--- config.mk ---
export PLATFORM = sky130hd
export DESIGN_NAME = pat_section_parser_flat
export DESIGN_NICKNAME = d
export VERILOG_FILES = /design/src/psp_pkg.sv /design/src/psp_ifs.sv /design/src/psp_front.sv /design/src/psp_fifo.sv /design/src/psp_back.sv /design/src/pat_section_parser.sv /design/src/flat_wrapper.sv
export SDC_FILE = /design/constraint.sdc
export NUM_CORES = 1
export LEC_CHECK = 0
export ABC_AREA = 1
export BUFFER_PORTS_ARGS = -buffer_cell sky130_fd_sc_hd__buf_2
export CAP_MARGIN = 20
export CORE_ASPECT_RATIO = 1.2
export CORE_MARGIN = 2
export CORE_UTILIZATION = 61
export DETAILED_ROUTE_END_ITERATION = 8
export PLACE_DENSITY = 0.79
export SLEW_MARGIN = 20
export SYNTH_ARGS = -nofsm -noshare
export SYNTH_HDL_FRONTEND = slang
export SYNTH_HIERARCHICAL = 1
export SYNTH_SLANG_ARGS = --single-unit
--- constraint.sdc ---
create_clock -name clk -period 5.5 [get_ports clk]
set_clock_uncertainty 0.15 [all_clocks]
set_input_delay 0.275 -clock clk [delete_from_list [all_inputs] [get_ports clk]]
set_output_delay 0.275 -clock clk [all_outputs]
set_load 0.005 [all_outputs]
--- src/psp_pkg.sv ---
`timescale 1ns / 1ps

package psp_pkg;

    localparam int FIFO_DEPTH = 4;
    localparam int FIFO_AW    = $clog2(FIFO_DEPTH);

    localparam logic [15:0] PROG_END = 16'hFFFF;
    localparam logic [11:0] OFF_MAX  = 12'hFFF;

    typedef enum logic [1:0] {
        KIND_NIT = 2'd0,
        KIND_PMT = 2'd1,
        KIND_ERR = 2'd2
    } result_kind_t;

    typedef struct packed {
        result_kind_t kind;
        logic [15:0]  prog_num;
        logic [12:0]  pid;
        logic [15:0]  stream_id;
        logic [4:0]   version;
        logic         current_next;
        logic [7:0]   section_index;
        logic [7:0]   last_section_index;
    } result_t;

    typedef struct packed {
        logic full;
        logic empty;
    } fifo_status_t;

endpackage

--- src/psp_ifs.sv ---
`timescale 1ns / 1ps

interface psp_in_if;
    logic       valid;
    logic       ready;
    logic [7:0] section_byte;
    logic       section_start;

    modport source (output valid, section_byte, section_start, input ready);
    modport sink   (input valid, section_byte, section_start, output ready);
endinterface

interface psp_out_if;
    logic        valid;
    logic        ready;
    logic [1:0]  result_kind;
    logic [15:0] prog_num;
    logic [12:0] pid;
    logic [15:0] stream_id;
    logic [4:0]  version;
    logic        current_next;
    logic [7:0]  section_index;
    logic [7:0]  last_section_index;

    modport source (output valid, result_kind, prog_num, pid, stream_id, version,
                    current_next, section_index, last_section_index, input ready);
    modport sink   (input valid, result_kind, prog_num, pid, stream_id, version,
                    current_next, section_index, last_section_index, output ready);
endinterface

--- src/psp_front.sv ---
`timescale 1ns / 1ps

module psp_front
    import psp_pkg::*;
(
    input  logic       clk,
    input  logic       rst_n,
    input  logic       fire,
    input  logic [7:0] section_byte,
    input  logic       section_start,
    output logic       push,
    output result_t    push_data
);

    logic [11:0] byte_offset_reg, byte_offset_next;
    logic [11:0] declared_length_reg, declared_length_next;
    logic        active_reg, active_next;
    logic        syntax_reg, syntax_next;
    logic [23:0] entry_reg, entry_next;
    logic [15:0] stream_id_reg, stream_id_next;
    logic [4:0]  version_reg, version_next;
    logic        current_next_reg, current_next_next;
    logic [15:0] sec_nums_reg, sec_nums_next;

    logic [11:0] off;
    logic [15:0] prog;

    always_comb
    begin
        byte_offset_next     = byte_offset_reg;
        declared_length_next = declared_length_reg;
        active_next          = active_reg;
        syntax_next          = syntax_reg;
        entry_next           = entry_reg;
        stream_id_next       = stream_id_reg;
        version_next         = version_reg;
        current_next_next    = current_next_reg;
        sec_nums_next        = sec_nums_reg;
        off                  = byte_offset_reg;
        prog                 = entry_reg[23:8];
        push                 = 1'b0;
        push_data.kind       = KIND_ERR;
        push_data.prog_num   = '0;
        push_data.pid        = '0;

        if (fire)
        begin
            if (section_start)
            begin
                active_next = 1'b1;
                off         = '0;
            end
            byte_offset_next = off;
            if (active_next)
            begin
                unique case (off)
                    12'd0: ;
                    12'd1:
                    begin
                        syntax_next          = section_byte[7];
                        declared_length_next = {section_byte[3:0], 8'h00};
                    end
                    12'd2: declared_length_next = {declared_length_reg[11:8], section_byte};
                    12'd3: stream_id_next = {section_byte, stream_id_reg[7:0]};
                    12'd4: stream_id_next = {stream_id_reg[15:8], section_byte};
                    12'd5:
                    begin
                        version_next      = section_byte[5:1];
                        current_next_next = section_byte[0];
                    end
                    12'd6: sec_nums_next = {section_byte, sec_nums_reg[7:0]};
                    12'd7:
                    begin
                        sec_nums_next = {sec_nums_reg[15:8], section_byte};
                        if (!syntax_reg)
                        begin
                            push           = 1'b1;
                            push_data.kind = KIND_ERR;
                            active_next    = 1'b0;
                        end
                        else if (declared_length_reg <= 12'd9)
                        begin
                            active_next = 1'b0;
                        end
                    end
                    default:
                    begin
                        // entry byte position is off - 8, modulo 4
                        unique case (off[1:0])
                            2'd0: entry_next = {section_byte, 16'h0000};
                            2'd1: entry_next = {entry_reg[23:16], section_byte, 8'h00};
                            2'd2: entry_next = {entry_reg[23:8], section_byte};
                            default:
                            begin
                                if (prog == PROG_END)
                                begin
                                    active_next = 1'b0;
                                end
                                else
                                begin
                                    push               = 1'b1;
                                    push_data.kind     = (prog == 16'h0000) ?
                                                         KIND_NIT : KIND_PMT;
                                    push_data.prog_num = prog;
                                    push_data.pid      = {entry_reg[4:0], section_byte};
                                    // next entry would start at off - 7
                                    if (({1'b0, off} + 13'd2) >= {1'b0, declared_length_reg})
                                        active_next = 1'b0;
                                end
                            end
                        endcase
                    end
                endcase

                if (active_next)
                begin
                    if (off == OFF_MAX)
                        active_next = 1'b0;
                    else
                        byte_offset_next = off + 12'd1;
                end
            end
        end

        push_data.stream_id          = stream_id_next;
        push_data.version            = version_next;
        push_data.current_next       = current_next_next;
        push_data.section_index      = sec_nums_next[15:8];
        push_data.last_section_index = sec_nums_next[7:0];
    end

    always_ff @(posedge clk or negedge rst_n)
    begin
        if (!rst_n)
        begin
            byte_offset_reg     <= '0;
            declared_length_reg <= '0;
            active_reg          <= 1'b0;
            syntax_reg          <= 1'b0;
            stream_id_reg       <= '0;
            version_reg         <= '0;
            current_next_reg    <= 1'b0;
            sec_nums_reg        <= '0;
        end
        else
        begin
            byte_offset_reg     <= byte_offset_next;
            declared_length_reg <= declared_length_next;
            active_reg          <= active_next;
            syntax_reg          <= syntax_next;
            stream_id_reg       <= stream_id_next;
            version_reg         <= version_next;
            current_next_reg    <= current_next_next;
            sec_nums_reg        <= sec_nums_next;
        end
    end

    always_ff @(posedge clk)
    begin
        entry_reg <= entry_next;
    end

endmodule

--- src/psp_fifo.sv ---
`timescale 1ns / 1ps

module psp_fifo
    import psp_pkg::*;
(
    input  logic         clk,
    input  logic         rst_n,
    input  logic         push,
    input  result_t      push_data,
    input  logic         pop,
    output result_t      pop_data,
    output fifo_status_t status
);

    result_t mem [FIFO_DEPTH];

    logic [FIFO_AW-1:0] wr_ptr_reg, wr_ptr_next;
    logic [FIFO_AW-1:0] rd_ptr_reg, rd_ptr_next;
    logic [FIFO_AW:0]   count_reg, count_next;

    assign status.full  = (count_reg == (FIFO_AW+1)'(FIFO_DEPTH));
    assign status.empty = (count_reg == '0);
    assign pop_data     = mem[rd_ptr_reg];

    always_comb
    begin
        wr_ptr_next = wr_ptr_reg;
        rd_ptr_next = rd_ptr_reg;
        count_next  = count_reg;
        if (push)
            wr_ptr_next = (wr_ptr_reg == FIFO_AW'(FIFO_DEPTH - 1)) ? '0
                                                                   : wr_ptr_reg + FIFO_AW'(1);
        if (pop)
            rd_ptr_next = (rd_ptr_reg == FIFO_AW'(FIFO_DEPTH - 1)) ? '0
                                                                   : rd_ptr_reg + FIFO_AW'(1);
        if (push && !pop)
            count_next = count_reg + (FIFO_AW+1)'(1);
        else if (pop && !push)
            count_next = count_reg - (FIFO_AW+1)'(1);
    end

    always_ff @(posedge clk or negedge rst_n)
    begin
        if (!rst_n)
        begin
            wr_ptr_reg <= '0;
            rd_ptr_reg <= '0;
            count_reg  <= '0;
        end
        else
        begin
            wr_ptr_reg <= wr_ptr_next;
            rd_ptr_reg <= rd_ptr_next;
            count_reg  <= count_next;
        end
    end

    always_ff @(posedge clk)
    begin
        if (push)
            mem[wr_ptr_reg] <= push_data;
    end

endmodule

--- src/psp_back.sv ---
`timescale 1ns / 1ps

module psp_back
    import psp_pkg::*;
(
    input  logic    clk,
    input  logic    rst_n,
    input  logic    head_valid,
    input  result_t head_data,
    output logic    pop,
    psp_out_if.source out_ch
);

    logic    valid_reg;
    result_t data_reg;

    assign pop = head_valid && (!valid_reg || out_ch.ready);

    always_ff @(posedge clk or negedge rst_n)
    begin
        if (!rst_n)
            valid_reg <= 1'b0;
        else if (pop)
            valid_reg <= 1'b1;
        else if (out_ch.ready)
            valid_reg <= 1'b0;
    end

    always_ff @(posedge clk)
    begin
        if (pop)
            data_reg <= head_data;
    end

    assign out_ch.valid              = valid_reg;
    assign out_ch.result_kind        = data_reg.kind;
    assign out_ch.prog_num           = data_reg.prog_num;
    assign out_ch.pid                = data_reg.pid;
    assign out_ch.stream_id          = data_reg.stream_id;
    assign out_ch.version            = data_reg.version;
    assign out_ch.current_next       = data_reg.current_next;
    assign out_ch.section_index      = data_reg.section_index;
    assign out_ch.last_section_index = data_reg.last_section_index;

endmodule

--- src/pat_section_parser.sv ---
`timescale 1ns / 1ps

// Program association table section parser.
// in_ch: one section byte per transfer; section_start marks the table id byte
//   and restarts parsing, dropping any section in progress.
// out_ch: one result per completed entry (network or program map PID), or one
//   syntax error result at header byte 7 when the syntax bit is clear. Each
//   result carries the header fields of its section. Entries with program
//   number 0xFFFF end the section silently.
// Throughput: one byte per cycle while the result queue is not full; the byte parsing itself never stalls.
// Output path: a result is written into the result queue by the transfer of the byte
//   that completes it, then moved into the output register and presented from there.
// Stall: results wait in a 4-entry queue plus the output register; in_ch.ready
//   drops only when the queue is full, and the output holds its payload
//   until taken.
// Reset: returns to idle; bytes are ignored until the next section_start. The
//   CRC is not checked.

module pat_section_parser
    import psp_pkg::*;
(
    input  logic clk,
    input  logic rst_n,
    psp_in_if.sink    in_ch,
    psp_out_if.source out_ch
);

    logic         fire;
    logic         push;
    logic         pop;
    result_t      push_data;
    result_t      head_data;
    fifo_status_t fifo_st;

    assign in_ch.ready = !fifo_st.full;
    assign fire        = in_ch.valid && in_ch.ready;

    psp_front u_front (
        .clk           (clk),
        .rst_n         (rst_n),
        .fire          (fire),
        .section_byte  (in_ch.section_byte),
        .section_start (in_ch.section_start),
        .push          (push),
        .push_data     (push_data)
    );

    psp_fifo u_fifo (
        .clk       (clk),
        .rst_n     (rst_n),
        .push      (push),
        .push_data (push_data),
        .pop       (pop),
        .pop_data  (head_data),
        .status    (fifo_st)
    );

    psp_back u_back (
        .clk        (clk),
        .rst_n      (rst_n),
        .head_valid (!fifo_st.empty),
        .head_data  (head_data),
        .pop        (pop),
        .out_ch     (out_ch)
    );

endmodule

--- src/flat_wrapper.sv ---
// flat-port wrapper written by rule: the top's interface ports become plain ports
module pat_section_parser_flat import psp_pkg::*;
  (clk, rst_n, in_ch_valid, in_ch_section_byte, in_ch_section_start, in_ch_ready, out_ch_valid, out_ch_result_kind, out_ch_prog_num, out_ch_pid, out_ch_stream_id, out_ch_version, out_ch_current_next, out_ch_section_index, out_ch_last_section_index, out_ch_ready);
  psp_in_if in_ch_i ();
  psp_out_if out_ch_i ();
  input  logic clk;
  input  logic rst_n;
  input wire logic [$bits(in_ch_i.valid)-1:0] in_ch_valid;
  input wire logic [$bits(in_ch_i.section_byte)-1:0] in_ch_section_byte;
  input wire logic [$bits(in_ch_i.section_start)-1:0] in_ch_section_start;
  output wire logic [$bits(in_ch_i.ready)-1:0] in_ch_ready;
  output wire logic [$bits(out_ch_i.valid)-1:0] out_ch_valid;
  output wire logic [$bits(out_ch_i.result_kind)-1:0] out_ch_result_kind;
  output wire logic [$bits(out_ch_i.prog_num)-1:0] out_ch_prog_num;
  output wire logic [$bits(out_ch_i.pid)-1:0] out_ch_pid;
  output wire logic [$bits(out_ch_i.stream_id)-1:0] out_ch_stream_id;
  output wire logic [$bits(out_ch_i.version)-1:0] out_ch_version;
  output wire logic [$bits(out_ch_i.current_next)-1:0] out_ch_current_next;
  output wire logic [$bits(out_ch_i.section_index)-1:0] out_ch_section_index;
  output wire logic [$bits(out_ch_i.last_section_index)-1:0] out_ch_last_section_index;
  input wire logic [$bits(out_ch_i.ready)-1:0] out_ch_ready;
  assign in_ch_i.valid = in_ch_valid;
  assign in_ch_i.section_byte = in_ch_section_byte;
  assign in_ch_i.section_start = in_ch_section_start;
  assign in_ch_ready = in_ch_i.ready;
  assign out_ch_valid = out_ch_i.valid;
  assign out_ch_result_kind = out_ch_i.result_kind;
  assign out_ch_prog_num = out_ch_i.prog_num;
  assign out_ch_pid = out_ch_i.pid;
  assign out_ch_stream_id = out_ch_i.stream_id;
  assign out_ch_version = out_ch_i.version;
  assign out_ch_current_next = out_ch_i.current_next;
  assign out_ch_section_index = out_ch_i.section_index;
  assign out_ch_last_section_index = out_ch_i.last_section_index;
  assign out_ch_i.ready = out_ch_ready;
  pat_section_parser u_core (.clk(clk), .rst_n(rst_n), .in_ch(in_ch_i), .out_ch(out_ch_i));
endmodule
==> flow_summary.ini, run 1 <==
[sta]
maxSlewHeadroom = 0.364
finalCritPeriodShare = 0.751
finalHoldViolCount = 0
tightest_slew_ns = 0.953
layout_setup_ws_ns = 1.37
period_minus_slack_ns = 4.13
report.final.slew_viol_count = 0
max_freq_mhz = 242
tns_ns = 0
grt_setup_unrepaired = no
setup_viol = 0

[power]
power_density_mw_per_mm2 = 475
irDropWorstVdd_uv = 319
power_mw = 9.72
leakage_nw = 8.54

[die]
row_count = 69
pin_count = 84
die_h_um = 194
floorplan.initialDensity = 0.619
dieArea_mm2 = 0.0314
core_mm2 = 0.0295
die_x_um = 162

[cts]
postCtsSetupRepairBufs = 0
cts_made_buffers = 41
post_cts_resize_count = 0
tritoncts = yes
cts_root_buf = clkbuf_16
clk_pin_slew_ns = 0.06
holdBufCountCts = 10
cts_max_path_buffers = 3
htree_levels = 2
clock_latency_ns = 0.54
cts_sinks = 438

[synthesis]
syn_inst = 1546
yosysMostFrequentCell = edfxtp_1
synth_area_per_cell_um2 = 11.8
synth_edf_count = 366
synth_warnings = 6
yosys_register_bits = 438
syn_nets = 1584
synth_top_area_frac = 0.601
yosysTopAreaCell = edfxtp_1
ys_seq_area_frac = 0.700
synth_flop_cell = edfxtp_1
syn-cell-area_mm2 = 0.0183
ys_async_sr_fraction = 0.164
synthTopCellsByArea = edfxtp_1 (60%), dfrtp_1 (9.9%), nand2_1 (6.9%)
ys_types = 37
yosys-top-cells-count = edfxtp_1 (366), nand2_1 (337), inv_1 (255), o211ai_1 (139), nor2_1 (94)

[critical_path]
endpoint_kind = register
crit_type = register to register
critPathMaxStageDelay_ns = 0.55
cp-start-kind = register
cp_common_cell = inv_1
crit_start = u_core/u_front/byte_offset_reg[1]
reg2reg_depth = 16
r2r_end = u_core/u_fifo/mem[3][50]
ff2ff_setup_slack_ns = 1.37
crit_arrival_ns = 4.20
worstPathCellList = inv_1, nor2_1, inv_1, ha_1, inv_1, nor2_2, nand2_2, nand2_1, nor2_2, nand2_4, nor2_2, o21bai_1, inv_1, nand2_1, inv_2, buf_4
critical_path_required_ns = 5.57
crit_slowest_cell = inv_2
r2r-start = u_core/u_front/byte_offset_reg[1]
cp_max_fo = 29

[route]
first_iter_violations = 788
postRouteAntennaNets = 0
route.met3.wl_um = 2320
highest_layer = met4
dr_wl_met2_um = 19400
via_per_inst = 5.59
finalWirelength_um = 38200
drcViolationCount = 0
wire_per_inst_um = 18.5
num_vias = 11518
drtPass1Iterations = 6
wl_met1_um = 15000

[worst_hold_path]
min_path_cells = 5
min_from = in_ch_valid
whs_endpoint = u_core/u_front/byte_offset_reg[9]
holdCritPathClass = primary input to register

[finish]
fill_cells = 2026
drive_gt1_frac = 0.123
largest_register_ffs = 276
syn2layout_area_growth_pct = 11.9
n_antenna_cell = 0
fin_nets = 1674
fin_util = 0.693
stdcell_count = 2059

[grt]
overflow = 0
antenna_found_initial = 0
grt_max_degree = 162
grt_pass1_vias = 11353
grtUsageTotal = 0.248
grt_pass1_wl_um = 60000

[placed_design]
dp_slack_ns = 1.27
numPortBuffers = 83
dp_hpwl_um = 23900
dp_cells = 1973
place_congestion = 0.927

[job]
drv_cap = 0

[status]
outcome = finished, final reports clean
-- through the flow --
stage | hold slack [ns] | cell area (um^2)
6_report | 0.0245 | 20500
3_3_place_gp | 0.237 | 19000
3_5_place_dp | 0.240 | 19000
5_1_grt | 0.0497 | 20500
4_1_cts | 0.00856 | 20500
2_1_floorplan | -0.171 | 18300
-- final cells by class --
type	count	area (um^2)	share of cell area
Clock inverter	17	149	0.00728
Multi-Input combinational cell	789	4210	0.206
Sequential cell	438	12800	0.625
Inverter	261	987	0.0483
Clock buffer	59	1170	0.0570
Timing Repair Buffer	105	668	0.0327
Tap cell	390	488	0.0239
-- routing by layer --
layer  vias to the layer above  track usage
met4                         0       0.0987
met5                         -            0
li1                       5420            -
met3                       103       0.0351
met2                       453        0.428
met1                      5542        0.318
-- worst max path at each step --
stage / endpoint / slack [ns] / cells after the start
after CTS: u_core/u_fifo/mem[3][50] / 1.37 / 16
after floorplan: u_core/u_fifo/mem[1][0] / 1.40 / 16
after detailed placement: u_core/u_fifo/mem[3][50] / 1.27 / 16
after global routing: u_core/u_fifo/mem[3][20] / 1.07 / 16
after global placement: u_core/u_fifo/mem[1][12] / 1.37 / 16
final: u_core/u_fifo/mem[3][50] / 1.37 / 16
-- worst max-delay path, delay by kind of cell, from the launching register on --
family / cells / cell delay (ns)
compound gates: 1 / 0.10
fa+ha+maj: 1 / 0.37
simple gates: 8 / 1.22
buf+inv: 6 / 1.61
flops: 1 / 0.34
-- power by group --
| group | leakage (nW) | internal (mW) | switching (mW) |
|---|---|---|---|
| combinational | 3.46 | 0.753 | 1.68 |
| clock | 0.635 | 1.58 | 1.17 |
| sequential | 4.44 | 4.38 | 0.165 |
| total | 8.54 | 6.71 | 3.01 |
-- placed cells by master, fill, tap and decap left out, types with 9 or more instances in the layout --
cell type and instances:
edfxtp_1 366, nand2_1 337, inv_1 251, o211ai_1 139, nor2_1 94, buf_2 83, dfrtp_1 71, o21ai_0 53
clkbuf_16 43, nand3_1 32, ha_1 24, o22ai_1 15, clkbuf_1 13, dlygate4sd3_1 10, nand4_1 10, nand2_2 10
xor2_1 10, nor3_1 9
-- cell families (layout without fill, tap and decap cells) --
kind of cell | Yosys count | count (layout) | share of synthesized area
and+or+nand+nor | 528 | 528 | 0.124
AOI/OAI and AO/OA | 225 | 225 | 0.0829
xor gates and xnor gates | 11 | 11 | 0.00527
buffers and inverters | 319 | 442 | 0.0711
adders and majority gates | 25 | 25 | 0.0175
DFF | 438 | 438 | 0.700
(Power assumes the default switching activity.)
==> run 2: changes to the inputs <==
==> constraint.sdc (replaced) <==
create_clock -name clk -period 4.02 [get_ports clk]
set_clock_uncertainty 0.15 [all_clocks]
set_input_delay 0.201 -clock clk [delete_from_list [all_inputs] [get_ports clk]]
set_output_delay 0.201 -clock clk [all_outputs]
set_load 0.005 [all_outputs]
==> flow_summary.ini, run 2 (same netlist as run 1, synthesis figures left out) <==
[cts]
postCtsSetupRepairBufs = 0
cts_sinks = 438
clk_pin_slew_ns = 0.06
cts_made_buffers = 41
htree_levels = 2
cts_root_buf = clkbuf_16
tritoncts = yes
cts_max_path_buffers = 3
clock_latency_ns = 0.53

[finish]
seq_area_mm2 = 0.0128
fill_cells = 2009
syn2layout_area_growth_pct = 12.1
stdcell_count = 2069
fin_nets = 1686
n_antenna_cell = 0
multiInputGateArea_mm2 = 0.00420
final_common_cell = edfxtp_1
drive_gt1_frac = 0.127
final_cell_mix = edfxtp_1 (366), nand2_1 (337), inv_1 (251)
largest_register_ffs = 276

[route]
num_vias = 11602
wl_met1_um = 15700
wire_per_inst_um = 18.8
finalWirelength_um = 38800
highest_layer = met4
dr_wl_met2_um = 19500
drcViolationCount = 0
via_per_inst = 5.61
first_iter_violations = 1027
route.met3.wl_um = 2290
postRouteAntennaNets = 0
drtPass1Iterations = 6

[power]
irDropWorstVdd_uv = 403
leakage_nw = 8.54
power_density_mw_per_mm2 = 642

[worst_hold_path]
holdCritPathClass = primary input to register

[grt]
grt_pass1_wl_um = 61000
antenna_found_initial = 0
overflow = 0
grt_max_degree = 117
grt_pass1_vias = 11358
grtUsageTotal = 0.252

[placed_design]
numPortBuffers = 83
dp_hpwl_um = 24600
place_congestion = 1.01
dp_cells = 1985

[critical_path]
crit_arrival_ns = 3.72
ff2ff_setup_slack_ns = 0.45
cp-endpoint = u_core/u_fifo/mem[3][63]
r2r_end = u_core/u_fifo/mem[3][63]
r2r-start = u_core/u_front/byte_offset_reg[1]
critical_path_required_ns = 4.16
cp-start-kind = register
crit_start = u_core/u_front/byte_offset_reg[1]
cp_max_fo = 23
crit_type = register to register
endpoint_kind = register
reg2reg_depth = 14

[die]
pin_count = 84
row_count = 69
dieArea_mm2 = 0.0314
die_x_um = 162
floorplan.initialDensity = 0.619
die_h_um = 194
core_mm2 = 0.0295

[sta]
finalHoldViolCount = 0
maxSlewHeadroom = 0.371
max_freq_mhz = 280
tightest_slew_ns = 0.944
tns_ns = 0
finalCritPeriodShare = 0.889
grt_setup_unrepaired = no
report.final.slew_viol_count = 0
setup_viol = 0
period_minus_slack_ns = 3.57

[status]
outcome = finished, final reports clean

[job]
drv_cap = 0
run 2: timing repair:
item / CTS / global route
resized for setup: 0 / 0
endpoints found under the hold margin: 47 / 0
endpoints found under the setup margin: 0 / 0
hold buffers: 10 / 0
run 2: worst max-delay path: stages (launching register included):
cell     delay [ns]
dfrtp_1        0.35
inv_1          0.06
nor2_1         0.31
inv_1          0.18
ha_1           0.35
inv_1          0.13
nor2_2         0.06
nand2_2        0.09
nand2_1        0.06
nor2_2         0.15
nand2_4        0.07
nor2_2         0.15
nand3_2        0.47
buf_4          0.38
nor2_1         0.34
run 2: worst min-delay path by stage:
stage                      startpoint                                      to  depth (start not counted)
after floorplan                 rst_n              u_core/u_back/out_ch.valid                          0
after global placement          rst_n  u_core/u_front/declared_length_reg[11]                          1
after detailed placement        rst_n  u_core/u_front/declared_length_reg[11]                          1
after CTS                 in_ch_valid       u_core/u_front/byte_offset_reg[9]                          6
after global routing      in_ch_valid               u_core/u_front/active_reg                          5
final                     in_ch_valid       u_core/u_front/byte_offset_reg[9]                          6
run 2: cell type report:
type | instances | share of cell area
Clock inverter | 9 | 0.00281
Inverter | 261 | 0.0489
Clock buffer | 65 | 0.0574
Sequential cell | 438 | 0.624
Tap cell | 390 | 0.0238
Multi-Input combinational cell | 789 | 0.205
Timing Repair Buffer | 117 | 0.0382
run 2: layer usage:
layer | global-route usage | up-vias
met4 | 0.103 | 0
met1 | 0.334 | 5617
met3 | 0.0366 | 87
met5 | 0 | -
met2 | 0.425 | 441
li1 | - | 5457
run 2: per-stage QoR:
stage	total power [mW]	util	hold slack [ns]	instance area [um^2]	setup slack, ns
2_1_floorplan	8.51	-	-0.245	18300	0.178
4_1_cts	13.2	0.694	0.0691	20500	0.465
6_report	13.2	0.694	0.0898	20500	0.448
3_3_place_gp	9.50	0.649	0.147	19200	0.573
5_1_grt	13.9	0.694	0.0956	20500	0.0985
3_5_place_dp	9.65	0.649	0.158	19200	0.443
run 2: power breakdown:
group / switching [mW] / internal (mW)
logic: 2.31 / 1.06
clock network: 1.57 / 2.01
registers: 0.224 / 5.99
==> run 3: changes to the inputs <==
--- a/config.mk
+++ b/config.mk
@@ -10,9 +10,9 @@
 export CAP_MARGIN = 20
 export CORE_ASPECT_RATIO = 1.2
 export CORE_MARGIN = 2
-export CORE_UTILIZATION = 61
+export CORE_UTILIZATION = 25
 export DETAILED_ROUTE_END_ITERATION = 8
-export PLACE_DENSITY = 0.79
+export PLACE_DENSITY = 0.38
 export SLEW_MARGIN = 20
 export SYNTH_ARGS = -nofsm -noshare
 export SYNTH_HDL_FRONTEND = slang
==> flow_summary.ini, run 3 (same netlist as run 1, synthesis figures left out) <==
[critical_path]
cp_common_cell = inv_1
critPathMaxStageDelay_ns = 0.39
worstPathCellList = inv_1, nor2_1, buf_4, ha_1, inv_1, nor2_1, nand3_2, nand2_2, nor2_4, nand2_4, a21oi_1, o21bai_1, inv_1, ha_1, inv_1, fa_1, nand2_1, nand3_1, nand2_1, nand2_1
critical_path_buf_inv_count = 5
cp-start-kind = register
reg2reg_depth = 20
critical_path_required_ns = 4.34
crit_slowest_cell = fa_1
endpoint_kind = register
cp_max_fo = 9
critPathTopFamily = simple AND/OR/NAND/NOR gates
crit_arrival_ns = 3.70
critical_path_depth = 20
crit_type = register to register

[cts]
cts_sinks = 438
cts_made_buffers = 50
clock_latency_ns = 0.59
tritoncts = yes
postCtsSetupRepairBufs = 0
cts_root_buf = clkbuf_16
clk_pin_slew_ns = 0.06
holdBufCountCts = 11
htree_levels = 2
cts_max_path_buffers = 3
post_cts_resize_count = 0

[finish]
final_area_mm2 = 0.0217
fin_util = 0.299
syn2layout_area_growth_pct = 18.5
final_cell_mix = edfxtp_1 (366), nand2_1 (337), inv_1 (251)
largest_register_ffs = 276
fin_nets = 1702
final_common_cell = edfxtp_1
n_antenna_cell = 0
drive_gt1_frac = 0.143

[power]
leakage_nw = 8.78
irDropWorstVdd_uv = 285
power_density_mw_per_mm2 = 660

[sta]
period_minus_slack_ns = 3.38
grt_setup_unrepaired = no
tns_ns = 0
finalHoldViolCount = 0
maxSlewHeadroom = 0.415
report.final.slew_viol_count = 0
tightest_slew_ns = 0.877
max_freq_mhz = 296
setup_viol = 0
finalCritPeriodShare = 0.842

[grt]
grt_max_degree = 108
grt_pass1_vias = 11032
grtUsageTotal = 0.124
grt_pass1_wl_um = 70300
antenna_found_initial = 0
overflow = 0

[route]
drcViolationCount = 0
first_iter_violations = 550
via_per_inst = 4.21
drtPass1Iterations = 7
num_vias = 11117
postRouteAntennaNets = 0
wire_per_inst_um = 17.5
finalWirelength_um = 46300

[job]
drv_cap = 0

[placed_design]
numPortBuffers = 83
place_congestion = 0.854
dp_hpwl_um = 29800
dpl-instance-area_mm2 = 0.0199

[die]
floorplan.initialDensity = 0.252
dieArea_mm2 = 0.0753
pin_count = 84
core_mm2 = 0.0724
row_count = 108
die_x_um = 251
die_h_um = 300

[status]
outcome = finished, final reports clean

[worst_hold_path]
holdCritPathClass = primary input to async pin
==> run 3: metrics by stage <==
step	power, mW	worst slack [ns]	std cells	hold WS [ns]
finish	14.3	0.637	2640	0.0183
global placement	9.96	0.637	2536	0.125
floorplan	8.51	0.178	1546	-0.245
global route	15.2	0.215	2640	0.0603
CTS	14.6	0.632	2640	0.0271
detailed placement	9.98	0.602	2536	0.119
==> run 3: layout make-up <==
cell class / instances / area [um^2]
Fill cell: 7378 / 50800
Sequential cell: 438 / 12800
Multi-Input combinational cell: 789 / 4200
Clock buffer: 66 / 1370
Tap cell: 935 / 1170
Inverter: 261 / 1000
Timing Repair Buffer: 124 / 853
Clock inverter: 27 / 279
==> run 3: routing by layer <==
layer,track usage,up-vias,wire (um)
li1,-,5503,-
met1,0.161,5360,20900
met2,0.212,187,22600
met3,0.0191,67,1630
met4,0.0408,0,1210
met5,0,-,0
==> run 3: power breakdown <==
| part | internal, mW | switching, mW |
|---|---|---|
| clock | 2.67 | 1.88 |
| combinational | 1.08 | 2.42 |
| sequential | 5.99 | 0.257 |
==> run 3: worst register-to-register path: cells and delay by family (launching register included) <==
| family | cells | cell delay [ns] |
|---|---|---|
| adders and majority gates | 3 | 0.92 |
| buffers and inverters | 5 | 0.72 |
| and+or+nand+nor | 10 | 0.93 |
| AOI/OAI and AO/OA | 2 | 0.21 |
| DFF | 1 | 0.35 |
==> run 3: final timing paths <==
kind	startpoint	to	slack, ns
max	u_core/u_front/byte_offset_reg[1]	u_core/u_fifo/count_reg[2]	0.64
min	rst_n	u_core/u_front/byte_offset_reg[8]	0.02
max reg2reg	u_core/u_front/byte_offset_reg[1]	u_core/u_fifo/count_reg[2]	0.64
min reg2reg	u_core/u_front/byte_offset_reg[1]	u_core/u_front/byte_offset_reg[1]	0.34
max in group asynchronous	rst_n	u_core/u_front/declared_length_reg[7]	2.78
min in group clk	in_ch_section_start	u_core/u_front/byte_offset_reg[11]	0.11
